File: src/hdl/mfrp_pkg.sv
`timescale 1ns / 1ps

package mfrp_pkg;

	typedef enum logic [3:0] {
		PH_LEN   = 4'd0,
		PH_FCF   = 4'd1,
		PH_SEQ   = 4'd2,
		PH_DPAN  = 4'd3,
		PH_DADDR = 4'd4,
		PH_SPAN  = 4'd5,
		PH_SADDR = 4'd6,
		PH_PAY   = 4'd7,
		PH_TRAIL = 4'd8
	} phase_t;

	localparam logic ACT_BYTE  = 1'b0;
	localparam logic ACT_FLUSH = 1'b1;

	localparam logic [1:0] ADDR_MODE_SHORT = 2'd2;
	localparam logic [1:0] ADDR_MODE_EXT   = 2'd3;

	localparam logic [1:0] CLS_BEACON  = 2'd0;
	localparam logic [1:0] CLS_DATA    = 2'd1;
	localparam logic [1:0] CLS_ACK     = 2'd2;
	localparam logic [1:0] CLS_COMMAND = 2'd3;

	localparam logic [2:0] FT_BEACON = 3'd0;
	localparam logic [2:0] FT_DATA   = 3'd1;
	localparam logic [2:0] FT_ACK    = 3'd2;

	// Five fixed header bytes plus the two trailer bytes.
	localparam int unsigned MIN_FRAME_BYTES = 7;
	localparam logic [4:0]  FIXED_NEED      = 5'd5;

	typedef struct packed {
		logic       action;
		logic [7:0] rx_byte;
	} rx_item_t;

	typedef struct packed {
		logic [7:0] byte_value;
		logic [3:0] field_code;
		logic [6:0] field_index;
		logic       frame_done;
		logic [1:0] frame_class;
		logic [6:0] payload_bytes;
		logic       length_error;
	} rx_result_t;

	// What the front hands to the back through the queue.
	typedef struct packed {
		logic [7:0] byte_value;
		logic [3:0] field_code;
		logic [6:0] field_index;
		logic       frame_done;
		logic [2:0] frame_type;
		logic [6:0] payload_count;
		logic       length_error;
	} front_item_t;

	typedef struct packed {
		logic full;
		logic empty;
	} queue_status_t;

	function automatic logic [3:0] addr_bytes(input logic [1:0] mode);
		logic [3:0] n;
		case (mode)
			ADDR_MODE_SHORT: n = 4'd2;
			ADDR_MODE_EXT:   n = 4'd8;
			default:         n = 4'd0;
		endcase
		return n;
	endfunction

endpackage

File: src/hdl/mfrp_front.sv
`timescale 1ns / 1ps

module mfrp_front import mfrp_pkg::*; #(
	parameter int unsigned MAX_FRAME_BYTES = 127
) (
	input  logic          clk,
	input  logic          arst_n,
	input  logic          cfg_we,
	input  logic          cfg_wdata,
	input  logic          in_valid,
	output logic          in_stall,
	input  rx_item_t      in_data,
	input  queue_status_t q_status,
	output logic          push,
	output front_item_t   push_item
);

	localparam int unsigned LEFT_W = $clog2(MAX_FRAME_BYTES + 1);

	phase_t              phase_q, phase_d;
	logic [LEFT_W-1:0]   field_count_q, field_count_d;
	logic [LEFT_W-1:0]   bytes_left_q, bytes_left_d;
	logic [15:0]         fcf_q, fcf_d;
	logic                pan_comp_q;

	logic                take, is_byte, flush;
	logic [7:0]          b;
	logic [15:0]         fcf_new;
	logic [3:0]          size_cur;
	logic [LEFT_W-1:0]   bl_dec, bl_sat, fc_inc;
	logic                bl_low, hdr_ph, hdr_done, need_fail, len_bad;
	logic [4:0]          need;
	phase_t              after_hdr, after_hdr_adj;
	logic                hdr_err, len_err, trail_end;

	function automatic logic [3:0] size_of(input phase_t ph, input logic [15:0] fcf,
			input logic pc);
		logic [3:0] n;
		case (ph)
			PH_FCF:   n = 4'd2;
			PH_SEQ:   n = 4'd1;
			PH_DPAN:  n = 4'd2;
			PH_DADDR: n = addr_bytes(fcf[11:10]);
			PH_SPAN:  n = pc ? 4'd0 : 4'd2;
			PH_SADDR: n = addr_bytes(fcf[15:14]);
			default:  n = 4'd0;
		endcase
		return n;
	endfunction

	// First header field after ph that has any bytes, else the payload.
	function automatic phase_t next_hdr(input phase_t ph, input logic [15:0] fcf,
			input logic pc);
		phase_t nx;
		nx = PH_PAY;
		for (int k = int'(PH_SADDR); k >= int'(PH_SEQ); k--) begin
			if (k > int'(ph) && size_of(phase_t'(4'(k)), fcf, pc) != 4'd0) begin
				nx = phase_t'(4'(k));
			end
		end
		return nx;
	endfunction

	assign in_stall = q_status.full;
	assign take     = in_valid && !q_status.full;
	assign is_byte  = take && (in_data.action == ACT_BYTE);
	assign flush    = take && (in_data.action == ACT_FLUSH);
	assign b        = in_data.rx_byte;

	assign fcf_new   = (phase_q == PH_FCF)
		? (fcf_q | ({8'h00, b} << {field_count_q[0], 3'b000})) : fcf_q;
	assign size_cur  = size_of(phase_q, fcf_q, pan_comp_q);
	assign bl_dec    = bytes_left_q - LEFT_W'(1);
	assign bl_sat    = (bytes_left_q == '0) ? '0 : bl_dec;
	assign bl_low    = bytes_left_q <= LEFT_W'(2);
	assign fc_inc    = field_count_q + LEFT_W'(1);
	assign hdr_ph    = (phase_q >= PH_FCF) && (phase_q <= PH_SADDR);
	assign hdr_done  = fc_inc >= LEFT_W'(size_cur);
	assign need      = FIXED_NEED + 5'(addr_bytes(fcf_new[11:10]))
		+ (pan_comp_q ? 5'd0 : 5'd2) + 5'(addr_bytes(fcf_new[15:14]));
	assign need_fail = bl_dec < LEFT_W'(need);
	assign len_bad   = (9'(b) < 9'(MIN_FRAME_BYTES)) || (9'(b) > 9'(MAX_FRAME_BYTES));
	assign after_hdr = next_hdr(phase_q, fcf_new, pan_comp_q);
	assign after_hdr_adj = (after_hdr == PH_PAY && bl_dec <= LEFT_W'(2)) ? PH_TRAIL
		: after_hdr;

	assign hdr_err   = hdr_ph && (bl_low || (hdr_done && phase_q == PH_FCF && need_fail));
	assign len_err   = !hdr_ph && phase_q != PH_PAY && phase_q != PH_TRAIL && len_bad;
	assign trail_end = (phase_q == PH_TRAIL) && (bl_sat == '0);

	// Next state of the parser for a consumed byte.
	always_comb begin
		phase_d       = phase_q;
		field_count_d = field_count_q;
		bytes_left_d  = bytes_left_q;
		fcf_d         = fcf_q;
		case (phase_q) inside
			[PH_FCF:PH_SADDR]: begin
				if (bl_low) begin
					phase_d       = PH_LEN;
					field_count_d = '0;
					bytes_left_d  = '0;
				end else begin
					bytes_left_d  = bl_dec;
					fcf_d         = fcf_new;
					field_count_d = fc_inc;
					if (hdr_done) begin
						field_count_d = '0;
						if (phase_q == PH_FCF && need_fail) begin
							phase_d      = PH_LEN;
							bytes_left_d = '0;
						end else begin
							phase_d = after_hdr_adj;
						end
					end
				end
			end
			PH_PAY: begin
				bytes_left_d  = bl_sat;
				field_count_d = fc_inc;
				if (bl_sat <= LEFT_W'(2)) begin
					phase_d = PH_TRAIL;
				end
			end
			PH_TRAIL: begin
				bytes_left_d = bl_sat;
				if (bl_sat == '0) begin
					phase_d       = PH_LEN;
					field_count_d = '0;
				end
			end
			default: begin
				field_count_d = '0;
				if (len_bad) begin
					phase_d      = PH_LEN;
					bytes_left_d = '0;
				end else begin
					phase_d      = PH_FCF;
					bytes_left_d = LEFT_W'(b);
					fcf_d        = '0;
				end
			end
		endcase
	end

	// Tagging of the consumed byte.
	always_comb begin
		push                    = is_byte;
		push_item.byte_value    = b;
		push_item.field_code    = phase_q;
		push_item.field_index   = 7'(field_count_q);
		push_item.frame_done    = trail_end;
		push_item.frame_type    = fcf_q[2:0];
		push_item.payload_count = 7'(field_count_q);
		push_item.length_error  = hdr_err || len_err;
		case (phase_q) inside
			[PH_FCF:PH_PAY]: begin
			end
			PH_TRAIL: begin
				push_item.field_index = (bytes_left_q >= LEFT_W'(2)) ? 7'd0 : 7'd1;
			end
			default: begin
				push_item.field_code  = PH_LEN;
				push_item.field_index = 7'd0;
			end
		endcase
	end

	always_ff @(posedge clk or negedge arst_n) begin
		if (!arst_n) begin
			phase_q       <= PH_LEN;
			field_count_q <= '0;
			bytes_left_q  <= '0;
			fcf_q         <= '0;
			pan_comp_q    <= 1'b0;
		end else begin
			if (cfg_we) begin
				pan_comp_q <= cfg_wdata;
			end
			if (flush) begin
				phase_q       <= PH_LEN;
				field_count_q <= '0;
				bytes_left_q  <= '0;
			end else if (is_byte) begin
				phase_q       <= phase_d;
				field_count_q <= field_count_d;
				bytes_left_q  <= bytes_left_d;
				fcf_q         <= fcf_d;
			end
		end
	end

	a_err_not_done: assert property (@(posedge clk) disable iff (!arst_n)
		push && push_item.length_error |-> !push_item.frame_done)
		else $error("front: error result also marked as frame end");

	a_flush_no_push: assert property (@(posedge clk) disable iff (!arst_n)
		flush |=> phase_q == PH_LEN && bytes_left_q == '0)
		else $error("front: flush did not resync the parser");

endmodule

File: src/hdl/mfrp_queue.sv
`timescale 1ns / 1ps

module mfrp_queue import mfrp_pkg::*; #(
	parameter int unsigned DEPTH = 4
) (
	input  logic          clk,
	input  logic          arst_n,
	input  logic          push,
	input  front_item_t   push_item,
	input  logic          pop,
	output front_item_t   pop_item,
	output queue_status_t status
);

	localparam int unsigned AW = (DEPTH > 1) ? $clog2(DEPTH) : 1;
	localparam int unsigned CW = $clog2(DEPTH + 1);

	front_item_t   entries_q [DEPTH];
	logic [AW-1:0] wr_ptr_q, rd_ptr_q;
	logic [CW-1:0] count_q;

	assign status.full  = count_q == CW'(DEPTH);
	assign status.empty = count_q == '0;
	assign pop_item     = entries_q[rd_ptr_q];

	always_ff @(posedge clk) begin
		if (push) begin
			entries_q[wr_ptr_q] <= push_item;
		end
	end

	always_ff @(posedge clk or negedge arst_n) begin
		if (!arst_n) begin
			wr_ptr_q <= '0;
			rd_ptr_q <= '0;
			count_q  <= '0;
		end else begin
			if (push) begin
				wr_ptr_q <= (wr_ptr_q == AW'(DEPTH - 1)) ? '0 : wr_ptr_q + AW'(1);
			end
			if (pop) begin
				rd_ptr_q <= (rd_ptr_q == AW'(DEPTH - 1)) ? '0 : rd_ptr_q + AW'(1);
			end
			case ({push, pop})
				2'b10:   count_q <= count_q + CW'(1);
				2'b01:   count_q <= count_q - CW'(1);
				default: count_q <= count_q;
			endcase
		end
	end

	a_no_overflow: assert property (@(posedge clk) disable iff (!arst_n)
		status.full |-> !push)
		else $error("queue: write while full");

	a_count_bound: assert property (@(posedge clk) disable iff (!arst_n)
		count_q <= CW'(DEPTH))
		else $error("queue: fill count beyond depth");

endmodule

File: src/hdl/mfrp_back.sv
`timescale 1ns / 1ps

module mfrp_back import mfrp_pkg::*; (
	input  logic          clk,
	input  logic          arst_n,
	input  queue_status_t q_status,
	output logic          pop,
	input  front_item_t   pop_item,
	output logic          out_valid,
	input  logic          out_stall,
	output rx_result_t    out_data
);

	logic       out_valid_q;
	rx_result_t out_data_q;
	rx_result_t res;

	assign pop       = !q_status.empty && (!out_valid_q || !out_stall);
	assign out_valid = out_valid_q;
	assign out_data  = out_data_q;

	// Class and payload length only mean something on the last byte of a frame.
	always_comb begin
		res.byte_value    = pop_item.byte_value;
		res.field_code    = pop_item.field_code;
		res.field_index   = pop_item.field_index;
		res.frame_done    = pop_item.frame_done;
		res.length_error  = pop_item.length_error;
		res.frame_class   = CLS_BEACON;
		res.payload_bytes = 7'd0;
		if (pop_item.frame_done) begin
			res.payload_bytes = pop_item.payload_count;
			case (pop_item.frame_type)
				FT_BEACON: res.frame_class = CLS_BEACON;
				FT_DATA:   res.frame_class = CLS_DATA;
				FT_ACK:    res.frame_class = CLS_ACK;
				default:   res.frame_class = CLS_COMMAND;
			endcase
		end
	end

	always_ff @(posedge clk or negedge arst_n) begin
		if (!arst_n) begin
			out_valid_q <= 1'b0;
		end else if (pop) begin
			out_valid_q <= 1'b1;
		end else if (!out_stall) begin
			out_valid_q <= 1'b0;
		end
	end

	always_ff @(posedge clk) begin
		if (pop) begin
			out_data_q <= res;
		end
	end

	a_idle_fields_zero: assert property (@(posedge clk) disable iff (!arst_n)
		out_valid_q && !out_data_q.frame_done
			|-> out_data_q.frame_class == CLS_BEACON && out_data_q.payload_bytes == 7'd0)
		else $error("back: class or length set outside a frame end");

endmodule

File: src/hdl/mac_frame_rx_parser_unit.sv
`timescale 1ns / 1ps

// Receive-side IEEE 802.15.4 MAC header parser. Each input transaction carries one frame
// byte (or a flush, which resyncs the parser to the length byte and yields no result);
// every byte comes back tagged with its field and its position in that field, and the
// last byte of a frame also carries the frame class and the payload length. The block
// takes one byte every clock cycle unless in_stall is high: the parse state in the front is
// updated once per byte, and each result goes through the queue and then the output register.
// A queue of QUEUE_DEPTH entries between the parser and the output register absorbs
// output stalls; in_stall rises only when that queue is full.

module mac_frame_rx_parser_unit import mfrp_pkg::*; #(
	parameter int unsigned MAX_FRAME_BYTES = 127,
	parameter int unsigned QUEUE_DEPTH     = 4
) (
	input  logic       clk,
	input  logic       arst_n,
	input  logic       cfg_we,
	input  logic       cfg_wdata,
	input  logic       in_valid,
	output logic       in_stall,
	input  rx_item_t   in_data,
	output logic       out_valid,
	input  logic       out_stall,
	output rx_result_t out_data
);

	queue_status_t q_status;
	logic          push, pop;
	front_item_t   push_item, pop_item;

	mfrp_front #(
		.MAX_FRAME_BYTES(MAX_FRAME_BYTES)
	) u_front (
		.clk       (clk),
		.arst_n    (arst_n),
		.cfg_we    (cfg_we),
		.cfg_wdata (cfg_wdata),
		.in_valid  (in_valid),
		.in_stall  (in_stall),
		.in_data   (in_data),
		.q_status  (q_status),
		.push      (push),
		.push_item (push_item)
	);

	mfrp_queue #(
		.DEPTH(QUEUE_DEPTH)
	) u_queue (
		.clk       (clk),
		.arst_n    (arst_n),
		.push      (push),
		.push_item (push_item),
		.pop       (pop),
		.pop_item  (pop_item),
		.status    (q_status)
	);

	mfrp_back u_back (
		.clk       (clk),
		.arst_n    (arst_n),
		.q_status  (q_status),
		.pop       (pop),
		.pop_item  (pop_item),
		.out_valid (out_valid),
		.out_stall (out_stall),
		.out_data  (out_data)
	);

endmodule

File: config.mk
export PLATFORM = sky130hd
export DESIGN_NAME = mac_frame_rx_parser_unit
export DESIGN_NICKNAME = d
export VERILOG_FILES = /design/src/hdl/mfrp_pkg.sv /design/src/hdl/mfrp_front.sv /design/src/hdl/mfrp_queue.sv /design/src/hdl/mfrp_back.sv /design/src/hdl/mac_frame_rx_parser_unit.sv
export SDC_FILE = /design/constraint.sdc
export NUM_CORES = 1
export LEC_CHECK = 0
export BUFFER_PORTS_ARGS = -buffer_cell sky130_fd_sc_hd__buf_2
export CORE_MARGIN = 1
export CORE_UTILIZATION = 60
export CTS_BUF_LIST = sky130_fd_sc_hd__clkbuf_4 sky130_fd_sc_hd__clkbuf_8
export DETAILED_ROUTE_END_ITERATION = 16
export HOLD_SLACK_MARGIN = 0.08
export PLACE_DENSITY_LB_ADDON = 0.12
export SYNTH_ARGS = -nofsm -noshare
export SYNTH_HDL_FRONTEND = slang
export SYNTH_SLANG_ARGS = --single-unit
File: constraint.sdc
create_clock -name clk -period 10.71 [get_ports clk]
set_input_delay 1.071 -clock clk [delete_from_list [all_inputs] [get_ports clk]]
set_output_delay 1.071 -clock clk [all_outputs]
set_load 0.03 [all_outputs]
==> summary by stage <==
Clock tree
The clock tree from TritonCTS is built. The number of setup buffers added after CTS is 0. The largest buffer count on any clock path is 2. Hold repair after CTS inserted 0 buffers. The latest clock arrival within the worst-skew pair is 480 ps. After clock tree synthesis, the repair step resized 0 gates. The number of buffers created by CTS is 17. The number of sinks driven by the clock tree is 188. The root buffer selected by CTS is sky130_fd_sc_hd__clkbuf_8. The clock transition time at the flip-flop clock pins of the worst setup and hold paths is ~100 ps. CTS built an H-tree with a depth of 4.

Placed design
Once placement completed, the tool counted placed cells totaling between 700 and 800. The number of port buffers is 46. Timing analysis after detailed placement gives a worst setup slack of 6340 ps.

The routability congestion estimate is ~0.9. The detailed-placement wirelength estimate is approximately 10000 µm.

GRT
The largest net degree at the start of global routing is 36. The first-pass GRT wire length is around 26000 µm. Global routing consumed, over all layers together, between 20% and 30% of the routing resources.

The initial antenna violation count is 0. The residual overflow from global routing is 0. The number of global-route vias before repair came to 4718.

Layout
In the final design database the tool counted ~620 nets. The fraction of the core area covered by cells at the end of the flow is 67.7%. The post-synthesis to final-layout area growth is 9.88%. The final standard cell count with taps included and fillers excluded is a little under 800. The number of fill cells is 931.

The number of inserted diodes is 0. The fraction of final layout cells sized beyond drive strength 1 is between 20% and 30%.

Route
In the routed design, unresolved DRC markers number 0. The detailed router finished its first iteration with roughly 400 violations. The routed wirelength normalized by instance count is 20.8 µm. Once detail routing completed, the nets flagged for antenna violations numbered 0. The total via count after detailed routing is approximately 4700. The first TritonRoute pass finished after 5 iterations. In the routed layout, each cell is associated on average with a via count of about 6. The total length of routed wires is 16100 µm.

STA
The count of final hold-check violations is 0. Summed over all failing endpoints, the final setup total negative slack is 0 ps. The post-route clock period utilization is approximately two fifths. The post-route minimum period is about 4500 ps. Setup repair after global routing left no endpoint under its margin. At the pin with the least slew margin, the transition time is roughly 900 ps. The clock tree skew after final layout is 12.9 ps.

The worst path meets setup with slightly above 6000 ps of slack. In this run the tightest slew margin relative to its limit is 41.1%. The number of max-slew violations in the final report came to 0. Based on the critical path, the design can be clocked at up to ~0.22 GHz. Setup violations remaining at the end of the flow were counted as 0.

Synth
The number of unique standard cell types used by synthesis is roughly 70. Summing the sequential cell areas from Yosys gives approximately 67% of the chip area. After synthesis, the most frequently instantiated cells are sky130_fd_sc_hd__edfxtp_1, sky130_fd_sc_hd__dfrtp_1, sky130_fd_sc_hd__nand2_1, sky130_fd_sc_hd__mux4_2, sky130_fd_sc_hd__nor2_1.

Yosys instantiated no cell more often than sky130_fd_sc_hd__edfxtp_1. The count of flip-flops with a built-in enable after synthesis is between 150 and 200. The predominant post-synthesis flop cell is sky130_fd_sc_hd__edfxtp_1. In this run the cell area of the synthesized design comes to approximately 8000 µm². The total of warnings raised by yosys is 0. The post-synthesis net count is 566.

The average cell area after synthesis is between 15 and 20 µm². In the synthesized netlist, the number of instances is 531. The share of synthesized area in the top cell type comes to a little under three fifths. The fraction of registers with async set/reset is 18.1%. In this run, synthesis produced a sequential element count of between 150 and 200.

The biggest area consumer among synthesized cells is sky130_fd_sc_hd__edfxtp_1. By area the synthesized netlist is led by sky130_fd_sc_hd__edfxtp_1, sky130_fd_sc_hd__dfrtp_1, sky130_fd_sc_hd__mux4_2.

Die
Row generation in the floorplan step produced 42 rows. Once the floorplan was initialized, standard cells occupied approximately three fifths of the core. The die outline height is about 120 µm. The boundary pin count is 47. The full die area is ~14000 µm². The core box area is 13200 µm².

From left edge to right edge, the die measures between 100 and 150 µm.

Min path
The worst hold path belongs to the class flip-flop to flip-flop.

Setup path
The largest single stage delay on the critical path is approximately 690 ps. STA classifies the critical path endpoint as a flip-flop. Walking the worst path, the cells encountered are or4b_1 > nor2_1 > a21oi_1 > nand2b_1 > fa_1 > fa_1 > ha_1 > nand2_1 > a21oi_1 > a2111oi_1 > a31oi_1 > a22o_1. The cell with the biggest individual delay on the critical path is sky130_fd_sc_hd__or4b_1. The critical path launch point type is a flip-flop.

The data required time at the worst endpoint is between 10000 and 15000 ps. The data arrival time of the worst path is around 4900 ps. The startpoint-to-endpoint class of the critical path is flip-flop to flip-flop.

The largest fanout of any net on the critical path is 15.

Run
Across the run, the number of max-cap violations was 0.

Status
The flow ran to the end, and the final reports show no timing, DRC or antenna violations.

Pwr
Power comes to 2.45 mW. Dividing total power by cell area gives a power density of 274 nW/µm². Summed over all cells, the static leakage comes to 3.23 nW.

The largest voltage drop on the vdd net is around 0.15 mV.
==> logic make-up after synthesis <==
logic type | synth area share (%)
flops | 67.1
simple gates | 8.62
compound gates | 7.85
buf+inv | 2.29
mux | 9.69
fa+ha+maj | 3.47
xor+xnor | 0.966
==> per-stage QoR <==
stage | cell area (µm²) | hold slack, ps
2_1_floorplan | 8160 | 456
3_3_place_gp | 8590 | 477
3_5_place_dp | 8590 | 480
4_1_cts | 8960 | 496
5_1_grt | 8960 | 531
6_report | 8960 | 511
==> worst paths after layout <==
| check | start | to | slack (ps) | depth (start not counted) |
|---|---|---|---|---|
| setup reg to reg | u_front.phase_q[2] | u_front.bytes_left_q[3] | 6230 | 12 |
| hold / removal | u_queue.count_q[2] | u_queue.count_q[2] | 510 | 1 |
| min in group asynchronous | arst_n | u_queue.wr_ptr_q[1] | 690 | 1 |
| max in group asynchronous | arst_n | u_queue.rd_ptr_q[0] | 9440 | 1 |
| hold reg to reg | u_queue.count_q[2] | u_queue.count_q[2] | 510 | 1 |
| setup / recovery | u_front.phase_q[2] | u_front.bytes_left_q[3] | 6230 | 12 |
==> layer usage <==
layer,routed length (µm),GRT usage (%),vias to the layer above
li1,-,-,2154
met1,7050,34.4,2317
met2,7930,39.6,156
met3,739,6.08,33
met4,368,9.10,0
met5,0,0,-
==> flip-flops by register name, indices dropped and copies added, names as in the netlist <==
name and flops:
u_front.phase_q 4, u_queue.count_q 3, u_queue.wr_ptr_q 2, u_front.fcf_q 7, u_front.field_count_q 7, u_back.out_valid 1
u_front.bytes_left_q 7, u_queue.rd_ptr_q 2, u_front.pan_comp_q 1, u_queue.entries_q 124, u_back.out_data 30
==> critical path: cells and delay by family, from the launching register on <==
family | cells | cell delay, ps
flip-flops | 1 | 540
AO/OA/AOI/OAI | 5 | 1340
AND/OR/NAND/NOR | 4 | 1330
adder cells (fa/ha/maj) | 3 | 1160
==> cells in the final DEF (no fill, tap or decap), types with 5 or more instances in the layout <==
cell | Yosys | final
sky130_fd_sc_hd__buf_2 | 2 | 46
sky130_fd_sc_hd__nand2_1 | 32 | 32
sky130_fd_sc_hd__or2_2 | 7 | 7
sky130_fd_sc_hd__nor2b_1 | 12 | 12
sky130_fd_sc_hd__inv_1 | 27 | 27
sky130_fd_sc_hd__nor2_1 | 28 | 28
sky130_fd_sc_hd__and2_1 | 10 | 10
sky130_fd_sc_hd__ha_1 | 17 | 17
sky130_fd_sc_hd__nor3_1 | 7 | 7
sky130_fd_sc_hd__a21oi_1 | 19 | 18
sky130_fd_sc_hd__nand2b_1 | 7 | 7
sky130_fd_sc_hd__a31oi_1 | 12 | 12
sky130_fd_sc_hd__xnor2_1 | 5 | 5
sky130_fd_sc_hd__clkbuf_8 | 0 | 17
sky130_fd_sc_hd__edfxtp_1 | 154 | 154
sky130_fd_sc_hd__o21ai_0 | 20 | 20
sky130_fd_sc_hd__dfrtp_1 | 34 | 33
sky130_fd_sc_hd__buf_4 | 0 | 7
sky130_fd_sc_hd__nand3_1 | 6 | 6
sky130_fd_sc_hd__a22o_1 | 7 | 7
sky130_fd_sc_hd__mux4_2 | 30 | 30
==> layout make-up <==
class / instances / area [µm²] / share of cell area (%)
Multi-Input combinational cell: 296 / 2510 / 28.0
Clock inverter: 15 / 141 / 1.58
Clock buffer: 17 / 234 / 2.61
Inverter: 27 / 101 / 1.13
Timing Repair Buffer: 53 / 283 / 3.15
Tap cell: 176 / 220 / 2.46
Sequential cell: 188 / 5480 / 61.1
==> power by group <==
part / internal [mW] / switching (mW)
combinational: 0.354 / 0.567
sequential: 0.991 / 0.0968
clock: 0.187 / 0.257
Power figures use the tool's default switching activity.
